File: src/rtl/drofs_pkg.sv
package drofs_pkg;

    localparam int unsigned APB_ADDR_W = 5;
    localparam int unsigned APB_DATA_W = 32;
    localparam int unsigned BIAS_W     = 12;
    localparam int unsigned DATE_W     = 10;
    localparam int unsigned TIME_W     = 27;
    localparam int unsigned YEAR_W     = 14;
    localparam int unsigned KEY_W      = 37;
    localparam int unsigned OFFSET_W   = 19;

    // yy / 100 == (yy * RECIP_100) >> RECIP_SHIFT, exact for yy < 2**15
    localparam int unsigned RECIP_100   = 5243;
    localparam int unsigned RECIP_SHIFT = 19;

    typedef enum logic [2:0] {
        REG_BASE_BIAS      = 3'd0,
        REG_STD_EXTRA_BIAS = 3'd1,
        REG_DST_EXTRA_BIAS = 3'd2,
        REG_STD_DATE       = 3'd3,
        REG_STD_TIME       = 3'd4,
        REG_DST_DATE       = 3'd5,
        REG_DST_TIME       = 3'd6
    } reg_idx_t;

    typedef struct packed {
        logic [BIAS_W-1:0] base_bias;
        logic [BIAS_W-1:0] standard_extra_bias;
        logic [BIAS_W-1:0] daylight_extra_bias;
        logic [DATE_W-1:0] std_date;
        logic [TIME_W-1:0] std_time;
        logic [DATE_W-1:0] dst_date;
        logic [TIME_W-1:0] dst_time;
    } cfg_t;

    // Year-dependent terms shared by both rules
    typedef struct packed {
        logic [2:0] g_mar;  // weekday term, months 3..12
        logic [2:0] g_jan;  // weekday term, months 1..2 (previous year)
        logic       leap;
    } year_info_t;

    // Value mod 7: octal digits sum since 8 == 1 mod 7
    function automatic logic [2:0] mod7(input logic [17:0] v);
        logic [5:0] s1;
        logic [3:0] s2;
        s1 = 6'(v[2:0]) + 6'(v[5:3]) + 6'(v[8:6]) + 6'(v[11:9])
           + 6'(v[14:12]) + 6'(v[17:15]);
        s2 = 4'(s1[2:0]) + 4'(s1[5:3]);
        mod7 = (s2 >= 4'd7) ? 3'(s2 - 4'd7) : s2[2:0];
    endfunction

    function automatic logic [2:0] month_shift(input logic [3:0] m);
        logic [2:0] r;
        unique case (m)
            4'd1:    r = 3'd0;
            4'd2:    r = 3'd3;
            4'd3:    r = 3'd2;
            4'd4:    r = 3'd5;
            4'd5:    r = 3'd0;
            4'd6:    r = 3'd3;
            4'd7:    r = 3'd5;
            4'd8:    r = 3'd1;
            4'd9:    r = 3'd4;
            4'd10:   r = 3'd6;
            4'd11:   r = 3'd2;
            4'd12:   r = 3'd4;
            default: r = 3'd0;
        endcase
        month_shift = r;
    endfunction

    function automatic logic [5:0] month_len(input logic [3:0] m, input logic leap);
        logic [5:0] r;
        unique case (m)
            4'd2:                      r = leap ? 6'd29 : 6'd28;
            4'd4, 4'd6, 4'd9, 4'd11:   r = 6'd30;
            default:                   r = 6'd31;
        endcase
        month_len = r;
    endfunction

endpackage

File: src/rtl/drofs_cfg_regs.sv
module drofs_cfg_regs (
    input  logic                               clk,
    input  logic                               rst_n,
    input  logic                               psel,
    input  logic                               penable,
    input  logic                               pwrite,
    input  logic [drofs_pkg::APB_ADDR_W-1:0]   paddr,
    input  logic [drofs_pkg::APB_DATA_W-1:0]   pwdata,
    output logic [drofs_pkg::APB_DATA_W-1:0]   prdata,
    output logic                               pready,
    output drofs_pkg::cfg_t                    cfg
);

    drofs_pkg::cfg_t     cfg_reg;
    drofs_pkg::cfg_t     cfg_next;
    drofs_pkg::reg_idx_t idx;

    assign idx    = drofs_pkg::reg_idx_t'(paddr[drofs_pkg::APB_ADDR_W-1:2]);
    assign pready = 1'b1;
    assign cfg    = cfg_reg;

    always_comb
    begin
        cfg_next = cfg_reg;
        if (psel && penable && pwrite)
        begin
            unique case (idx)
                drofs_pkg::REG_BASE_BIAS:
                    cfg_next.base_bias = pwdata[drofs_pkg::BIAS_W-1:0];
                drofs_pkg::REG_STD_EXTRA_BIAS:
                    cfg_next.standard_extra_bias = pwdata[drofs_pkg::BIAS_W-1:0];
                drofs_pkg::REG_DST_EXTRA_BIAS:
                    cfg_next.daylight_extra_bias = pwdata[drofs_pkg::BIAS_W-1:0];
                drofs_pkg::REG_STD_DATE:
                    cfg_next.std_date = pwdata[drofs_pkg::DATE_W-1:0];
                drofs_pkg::REG_STD_TIME:
                    cfg_next.std_time = pwdata[drofs_pkg::TIME_W-1:0];
                drofs_pkg::REG_DST_DATE:
                    cfg_next.dst_date = pwdata[drofs_pkg::DATE_W-1:0];
                drofs_pkg::REG_DST_TIME:
                    cfg_next.dst_time = pwdata[drofs_pkg::TIME_W-1:0];
                default: ;
            endcase
        end
    end

    always_comb
    begin
        unique case (idx)
            drofs_pkg::REG_BASE_BIAS:
                prdata = drofs_pkg::APB_DATA_W'(cfg_reg.base_bias);
            drofs_pkg::REG_STD_EXTRA_BIAS:
                prdata = drofs_pkg::APB_DATA_W'(cfg_reg.standard_extra_bias);
            drofs_pkg::REG_DST_EXTRA_BIAS:
                prdata = drofs_pkg::APB_DATA_W'(cfg_reg.daylight_extra_bias);
            drofs_pkg::REG_STD_DATE:
                prdata = drofs_pkg::APB_DATA_W'(cfg_reg.std_date);
            drofs_pkg::REG_STD_TIME:
                prdata = drofs_pkg::APB_DATA_W'(cfg_reg.std_time);
            drofs_pkg::REG_DST_DATE:
                prdata = drofs_pkg::APB_DATA_W'(cfg_reg.dst_date);
            drofs_pkg::REG_DST_TIME:
                prdata = drofs_pkg::APB_DATA_W'(cfg_reg.dst_time);
            default:
                prdata = '0;
        endcase
    end

    always_ff @(posedge clk or negedge rst_n)
    begin
        if (!rst_n)
        begin
            cfg_reg <= '0;
        end
        else
        begin
            cfg_reg <= cfg_next;
        end
    end

endmodule

File: src/rtl/drofs_rule_day.sv
module drofs_rule_day (
    input  logic [drofs_pkg::DATE_W-1:0] date,
    input  drofs_pkg::year_info_t        yinfo,
    output logic [3:0]                   rule_month,
    output logic [5:0]                   rule_day
);

    logic [2:0] wd;
    logic [2:0] week;
    logic [3:0] m;
    logic [2:0] g;
    logic [3:0] first_sum;
    logic [2:0] first_wd;
    logic [3:0] diff_sum;
    logic [2:0] diff;
    logic [5:0] day_raw;
    logic [5:0] len;

    always_comb
    begin
        wd   = (date[2:0] == 3'd7) ? 3'd0 : date[2:0];
        week = (date[5:3] == 3'd0) ? 3'd1 : ((date[5:3] > 3'd5) ? 3'd5 : date[5:3]);
        m    = (date[9:6] > 4'd12) ? 4'd12 : ((date[9:6] == 4'd0) ? 4'd1 : date[9:6]);
        g    = (m < 4'd3) ? yinfo.g_jan : yinfo.g_mar;

        // weekday of the 1st of the rule month
        first_sum = 4'(g) + 4'(drofs_pkg::month_shift(m)) + 4'd1;
        first_wd  = (first_sum >= 4'd7) ? 3'(first_sum - 4'd7) : first_sum[2:0];

        diff_sum = 4'(wd) + 4'd7 - 4'(first_wd);
        diff     = (diff_sum >= 4'd7) ? 3'(diff_sum - 4'd7) : diff_sum[2:0];

        day_raw = 6'd1 + 6'(diff) + 6'(3'(week - 3'd1)) * 6'd7;
        len     = drofs_pkg::month_len(m, yinfo.leap);

        // last-week rule may overshoot the month end
        rule_day   = (day_raw > len) ? 6'(day_raw - 6'd7) : day_raw;
        rule_month = m;
    end

endmodule

File: src/rtl/dst_rule_offset_evaluator_core.sv
// Channel   | Handshake                  | Payload
// ----------+----------------------------+-----------------------------------------
// item      | item_valid / item_ready    | year month day hour minute second millisecond
// result    | result_valid / result_ready| daylight_active offset_seconds rule_present
// config    | APB psel/penable/pwrite    | paddr pwdata prdata, pready tied high
//
// Five-stage pipeline: one transaction per cycle while the output is not stalled; result_valid
// is the valid bit of the fifth stage, and the result is taken when result_ready is high. The
// stages are year division, weekday/leap, rule dates, key compare with bias select,
// and the offset scaling into the output register.
// rst_n clears the valid bits and the configuration registers.
// A stage holds while its successor is full and stalled; bubbles collapse, so
// item_ready stays high while any stage is empty.
module dst_rule_offset_evaluator_core (
    input  logic                                 clk,
    input  logic                                 rst_n,

    input  logic                                 psel,
    input  logic                                 penable,
    input  logic                                 pwrite,
    input  logic [drofs_pkg::APB_ADDR_W-1:0]     paddr,
    input  logic [drofs_pkg::APB_DATA_W-1:0]     pwdata,
    output logic [drofs_pkg::APB_DATA_W-1:0]     prdata,
    output logic                                 pready,

    input  logic                                 item_valid,
    output logic                                 item_ready,
    input  logic [drofs_pkg::YEAR_W-1:0]         year,
    input  logic [3:0]                           month,
    input  logic [4:0]                           day,
    input  logic [4:0]                           hour,
    input  logic [5:0]                           minute,
    input  logic [5:0]                           second,
    input  logic [9:0]                           millisecond,

    output logic                                 result_valid,
    input  logic                                 result_ready,
    output logic                                 daylight_active,
    output logic signed [drofs_pkg::OFFSET_W-1:0] offset_seconds,
    output logic                                 rule_present
);

    drofs_pkg::cfg_t cfg;

    drofs_cfg_regs u_cfg (
        .clk     (clk),
        .rst_n   (rst_n),
        .psel    (psel),
        .penable (penable),
        .pwrite  (pwrite),
        .paddr   (paddr),
        .pwdata  (pwdata),
        .prdata  (prdata),
        .pready  (pready),
        .cfg     (cfg)
    );

    // ---------------- pipeline control ----------------
    logic v1_reg, v2_reg, v3_reg, v4_reg, v5_reg;
    logic ld1, ld2, ld3, ld4, ld5;

    assign ld5 = !v5_reg || result_ready;
    assign ld4 = !v4_reg || ld5;
    assign ld3 = !v3_reg || ld4;
    assign ld2 = !v2_reg || ld3;
    assign ld1 = !v1_reg || ld2;

    assign item_ready   = ld1;
    assign result_valid = v5_reg;

    always_ff @(posedge clk or negedge rst_n)
    begin
        if (!rst_n)
        begin
            v1_reg <= 1'b0;
            v2_reg <= 1'b0;
            v3_reg <= 1'b0;
            v4_reg <= 1'b0;
            v5_reg <= 1'b0;
        end
        else
        begin
            if (ld1) v1_reg <= item_valid;
            if (ld2) v2_reg <= v1_reg;
            if (ld3) v3_reg <= v2_reg;
            if (ld4) v4_reg <= v3_reg;
            if (ld5) v5_reg <= v4_reg;
        end
    end

    // ---------------- stage 1: year / 100, ms of day ----------------
    logic [14:0] yy0_next, yy1_next;
    logic [27:0] prod0, prod1;
    logic [26:0] ms_next;
    logic [14:0] yy0_reg, yy1_reg;
    logic [7:0]  q0_reg, q1_reg;
    logic [26:0] ms1_reg;
    logic [3:0]  mon1_reg;
    logic [4:0]  day1_reg;

    always_comb
    begin
        // yy0 for months from March, yy1 for January and February
        yy0_next = 15'(year) + 15'd400;
        yy1_next = 15'(year) + 15'd399;
        prod0    = 28'(yy0_next) * 28'(drofs_pkg::RECIP_100);
        prod1    = 28'(yy1_next) * 28'(drofs_pkg::RECIP_100);
        ms_next  = 27'(hour) * 27'd3600000 + 27'(minute) * 27'd60000
                 + 27'(second) * 27'd1000 + 27'(millisecond);
    end

    always_ff @(posedge clk)
    begin
        if (ld1)
        begin
            yy0_reg  <= yy0_next;
            yy1_reg  <= yy1_next;
            q0_reg   <= prod0[drofs_pkg::RECIP_SHIFT+7:drofs_pkg::RECIP_SHIFT];
            q1_reg   <= prod1[drofs_pkg::RECIP_SHIFT+7:drofs_pkg::RECIP_SHIFT];
            ms1_reg  <= ms_next;
            mon1_reg <= month;
            day1_reg <= day;
        end
    end

    // ---------------- stage 2: weekday terms, leap year ----------------
    logic [14:0] rem0;
    logic [15:0] gsum0, gsum1;
    drofs_pkg::year_info_t yinfo_next;
    drofs_pkg::year_info_t yinfo_reg;
    logic [26:0] ms2_reg;
    logic [3:0]  mon2_reg;
    logic [4:0]  day2_reg;

    always_comb
    begin
        // yy0 = year + 400 keeps the divisibility of year
        rem0  = yy0_reg - 15'(q0_reg) * 15'd100;
        gsum0 = 16'(yy0_reg) + 16'(yy0_reg[14:2]) - 16'(q0_reg) + 16'(q0_reg[7:2]);
        gsum1 = 16'(yy1_reg) + 16'(yy1_reg[14:2]) - 16'(q1_reg) + 16'(q1_reg[7:2]);
        yinfo_next.g_mar = drofs_pkg::mod7(18'(gsum0));
        yinfo_next.g_jan = drofs_pkg::mod7(18'(gsum1));
        yinfo_next.leap  = ((yy0_reg[1:0] == 2'd0) && (rem0 != 15'd0))
                         || ((rem0 == 15'd0) && (q0_reg[1:0] == 2'd0));
    end

    always_ff @(posedge clk)
    begin
        if (ld2)
        begin
            yinfo_reg <= yinfo_next;
            ms2_reg   <= ms1_reg;
            mon2_reg  <= mon1_reg;
            day2_reg  <= day1_reg;
        end
    end

    // ---------------- stage 3: transition dates ----------------
    logic [3:0] std_m, dst_m;
    logic [5:0] std_d, dst_d;
    logic [drofs_pkg::KEY_W-1:0] ks_reg, kd_reg, now_reg;
    logic                        rule3_reg;

    drofs_rule_day u_std_day (
        .date       (cfg.std_date),
        .yinfo      (yinfo_reg),
        .rule_month (std_m),
        .rule_day   (std_d)
    );

    drofs_rule_day u_dst_day (
        .date       (cfg.dst_date),
        .yinfo      (yinfo_reg),
        .rule_month (dst_m),
        .rule_day   (dst_d)
    );

    always_ff @(posedge clk)
    begin
        if (ld3)
        begin
            ks_reg    <= {std_m, std_d, cfg.std_time};
            kd_reg    <= {dst_m, dst_d, cfg.dst_time};
            now_reg   <= {mon2_reg, 1'b0, day2_reg, ms2_reg};
            rule3_reg <= (cfg.std_date[9:6] != 4'd0) && (cfg.dst_date[9:6] != 4'd0);
        end
    end

    // ---------------- stage 4: compare, bias select ----------------
    logic                     dst_next;
    logic                     after_dst, before_std;
    logic [drofs_pkg::BIAS_W-1:0] extra;
    logic signed [12:0]       bias_next;
    logic signed [12:0]       bias_reg;
    logic                     dst4_reg;
    logic                     rule4_reg;

    always_comb
    begin
        after_dst  = (kd_reg <= now_reg);
        before_std = (now_reg < ks_reg);
        if (!rule3_reg)
            dst_next = 1'b0;
        else if (ks_reg < kd_reg)
            dst_next = after_dst || before_std;  // southern hemisphere wrap
        else
            dst_next = after_dst && before_std;
        if (!rule3_reg)
            extra = '0;
        else if (dst_next)
            extra = cfg.daylight_extra_bias;
        else
            extra = cfg.standard_extra_bias;
        bias_next = 13'(signed'(cfg.base_bias)) + 13'(signed'(extra));
    end

    always_ff @(posedge clk)
    begin
        if (ld4)
        begin
            bias_reg  <= bias_next;
            dst4_reg  <= dst_next;
            rule4_reg <= rule3_reg;
        end
    end

    // ---------------- stage 5: offset = -60 * bias ----------------
    // |bias| <= 4096 keeps the product inside the signed OFFSET_W range, so it cannot overflow
    logic signed [drofs_pkg::OFFSET_W-1:0] b_ext;
    logic signed [drofs_pkg::OFFSET_W-1:0] off_next;
    logic signed [drofs_pkg::OFFSET_W-1:0] off_reg;
    logic                                  dst5_reg;
    logic                                  rule5_reg;

    always_comb
    begin
        b_ext    = drofs_pkg::OFFSET_W'(bias_reg);
        off_next = (b_ext <<< 2) - (b_ext <<< 6);
    end

    always_ff @(posedge clk)
    begin
        if (ld5)
        begin
            off_reg   <= off_next;
            dst5_reg  <= dst4_reg;
            rule5_reg <= rule4_reg;
        end
    end

    assign daylight_active = dst5_reg;
    assign offset_seconds  = off_reg;
    assign rule_present    = rule5_reg;

endmodule
File: config.mk
export PLATFORM = sky130hd
export DESIGN_NAME = dst_rule_offset_evaluator_core
export DESIGN_NICKNAME = d
export VERILOG_FILES = /design/src/rtl/drofs_pkg.sv /design/src/rtl/drofs_cfg_regs.sv /design/src/rtl/drofs_rule_day.sv /design/src/rtl/dst_rule_offset_evaluator_core.sv
export SDC_FILE = /design/constraint.sdc
export NUM_CORES = 2
export LEC_CHECK = 0
export BUFFER_PORTS_ARGS = -buffer_cell sky130_fd_sc_hd__buf_2
export CAP_MARGIN = 20
export CORE_MARGIN = 3
export CORE_UTILIZATION = 64
export CTS_CLUSTER_DIAMETER = 40
export DETAILED_ROUTE_END_ITERATION = 8
export PLACE_DENSITY = 0.8
export SETUP_SLACK_MARGIN = 0.2
export SLEW_MARGIN = 20
export SYNTH_ARGS = -nofsm -noshare
export SYNTH_HDL_FRONTEND = slang
export SYNTH_SLANG_ARGS = --single-unit
File: constraint.sdc
create_clock -name clk -period 8.6 [get_ports clk]
set_input_delay 1.72 -clock clk [delete_from_list [all_inputs] [get_ports clk]]
set_output_delay 1.72 -clock clk [all_outputs]
set_load 0.01 [all_outputs]
==> metrics.md <==
| Metric | Value |
|---|---|
| Status | complete, no violations |
| Cts hold-fix bufs | 0 |
| Worst Path Arrival | ~8.4 ns |
| Vias in the first global route | 25610 |
| Fill cell total of the finished layout | 3833 |
| Fraction of layout cells with a size suffix above 1 | between 10 and 15% |
| Syn avg cell area | approximately 11 sq um |
| Final wirelength | roughly 74000 um |
| Async set-or-reset flop fraction in the synthesized netlist | 29.87% |
| Count leader, synth | inv_1 |
| IO Port Bufs | 134 |
| Top FF cell, synth | edfxtp_1 |
| Initial drt markers | 1286 |
| CP Launch Type | register |
| Seq cells post-synth | 385 |
| RSZ-0062 raised after global routing | false |
| Slew Viols, Final | 0 |
| CP max stage cell | dfrtp_2 |
| Rows | 85 |
| Setup TNS | 0 ns |
| Top post-synthesis cells by count | inv_1 (689), ha_1 (644), edfxtp_1 (270) |
| Initial core utilization | roughly two thirds |
| Reg2Reg Setup Slack | roughly 0.53 ns |
| Nets | about 4400 |
| Cells after synthesis | between 3000 and 4000 |
| Max stage delay on crit path | around 0.54 ns |
| Die Ht | between 200 and 250 um |
| Worst Hold Launch | day1_reg[4] |
| Rel. slew slack | between 30% and 40% |
| Max reg flops | between 100 and 150 |
| GPL Wtd Cong | between 0.9 and 1 |
| # setup viols final | 0 |
| Final Hold Fails | 0 |
| DRT Pass-1 Iters | 5 |
| Slew @ Worst Pin | between 0.9 and 1 ns |
| H-tree levels | 2 |
| Hold Crit Class | register to register |
| Largest area contributor in the netlist | edfxtp_1 |
| Core Area | about 54000 sq um |
| Top-area cell type share of the netlist area | a little under a quarter |
| CTS clk-pin slew, worst paths | 0.06 ns |
| CTS tree | yes |
| Vias after detailed routing | about 24000 |
| Inserted Clock Buffers | 46 |
| Area of the mapped netlist | ~36000 sq um |
| Largest net degree at the start of global routing | 77 |
| Grt ovf | 0 |
| Vias per inst | ~5.6 |
| Seq/Total Area, Yosys | between 30% and 40% |
| R2R Path End | kd_reg[28] |
| DRC viols | 0 |
| Total GRT Usage | around 26% |
| Die area | between 50000 and 60000 sq um |
| Post-synth EDFFs | 270 |
| Most frequent CP cell | ha_1 |
| Worst R2R Path Depth | 30 |
| Clock Path Buffers | 3 |
| Sink Count | around 390 |
| CTS Root Cell | clkbuf_16 |
| Die Wd | approximately 240 um |
| Avg WL per Cell | around 17 um |
| Clock Skews | roughly 0.019 ns |
| Library cells used by synthesis | 76 |
| Fmax | about 120 MHz |
| Worst-Skew Late Latency | ~0.57 ns |
| Hold endpoint | day2_reg[4] |
| Reg2reg start | u_cfg.cfg[35] |
| Critical Path RT | slightly below 9 ns |
| DP HPWL | 60580 um |
| Clock period minus worst slack | ~8.1 ns |
| Num ports | 150 |
| Final antenna-violating net count | 0 |
| Area grow syn2layout | 9.130% |
| Max_cap viols | 0 |
| First-pass GRT wire length | between 100000 and 150000 um |
| CP Capture Type | register |
| Cell depth of the worst hold path | 0 |
| CP Class | register to register |
| Area contributors post-synth | edfxtp_1 (23%), ha_1 (23%), fa_1 (14%) |
| Antenna violations before repair | 1 |
| Yosys warnings | 0 |
| Critical Path Fanout Max | 14 |
| Final period util | between 90% and 100% |
worst max-delay path, delay by kind of cell, from the launching register on:
family | cells | cell delay [ns]
flops | 1 | 0.54
compound gates | 6 | 1.79
buf+inv | 6 | 0.59
mux | 2 | 0.65
simple gates | 2 | 0.34
fa+ha+maj | 11 | 3.17
xor+xnor | 3 | 0.72
worst max path at each step:
stage / end / slack, ns / from
2_1_floorplan: q1_reg[7] / 0.77 / year[2]
3_3_place_gp: q1_reg[7] / 0.26 / year[1]
3_5_place_dp: q1_reg[7] / 0.15 / year[1]
4_1_cts: kd_reg[28] / 0.33 / u_cfg.cfg[35]
5_1_grt: kd_reg[28] / 0.21 / u_cfg.cfg[35]
6_report: kd_reg[28] / 0.53 / u_cfg.cfg[35]
placed cells by master, fill, tap and decap left out, types with 48 or more instances in the layout:
| cell type | n |
|---|---|
| a21oi_1 | 141 |
| ha_1 | 644 |
| o21ai_0 | 83 |
| fa_1 | 245 |
| clkbuf_16 | 48 |
| a21o_1 | 73 |
| xor2_1 | 65 |
| nand2_1 | 89 |
| dfrtp_1 | 113 |
| mux2_2 | 125 |
| xnor2_1 | 120 |
| inv_1 | 689 |
| nor2_1 | 105 |
| edfxtp_1 | 270 |
| buf_2 | 133 |
cell families (layout without fill, tap and decap cells):
logic type	Yosys count	after routing	share of synthesized area, %
other	2	9	0.02110
flip-flops	385	385	30.87
XOR/XNOR	185	185	4.553
multiplexers	159	159	5.087
adder cells (fa/ha/maj)	890	890	36.45
AND/OR/NAND/NOR	439	439	6.208
buffers and inverters	734	941	7.868
AO/OA/AOI/OAI	486	486	8.944
routing by layer:
metal | track usage [%] | part of all wire, %
met3 | 2.393 | 4.0
met1 | 32.96 | 42
met2 | 46.35 | 51
met5 | 0 | 0.024
met4 | 7.426 | 2.6
what timing repair did:
action | 4_1_cts | 5_1_grt
endpoints found under the hold margin | 0 | 0
buffers inserted | 0 | 0
setup endpoints to repair | 0 | 8
resized for setup | 0 | 4
metrics by stage:
| step | util (%) | setup WS [ns] | instance area [sq um] | hold slack (ns) | instances |
|---|---|---|---|---|---|
| 3_5_place_dp | 68.43 | 0.1503 | 37260 | 0.4045 | 4146 |
| 2_1_floorplan | - | 0.7721 | 35610 | 0.4003 | 3286 |
| 4_1_cts | 71.30 | 0.3311 | 38820 | 0.4195 | 4232 |
| 3_3_place_gp | 68.43 | 0.2624 | 37260 | 0.4048 | 4146 |
| 6_report | 71.33 | 0.5254 | 38840 | 0.4155 | 4233 |
| 5_1_grt | 71.32 | 0.2061 | 38840 | 0.4152 | 4232 |
cell type report:
| type | instances | area (sq um) | share of cell area, % |
|---|---|---|---|
| diodes | 1 | 2.502 | 0.006443 |
| clock buffers | 60 | 1256 | 3.234 |
| clock inverters | 26 | 306.5 | 0.7893 |
| inverters | 689 | 2586 | 6.659 |
| multi-input cells | 2167 | 21860 | 56.29 |
| flip-flops and latches | 385 | 10990 | 28.29 |
| well taps | 739 | 924.6 | 2.381 |
| repair buffers | 166 | 913.4 | 2.352 |
Power is not shown: default switching activity piles up to over one toggle a cycle in this logic, so the estimate is an artifact.
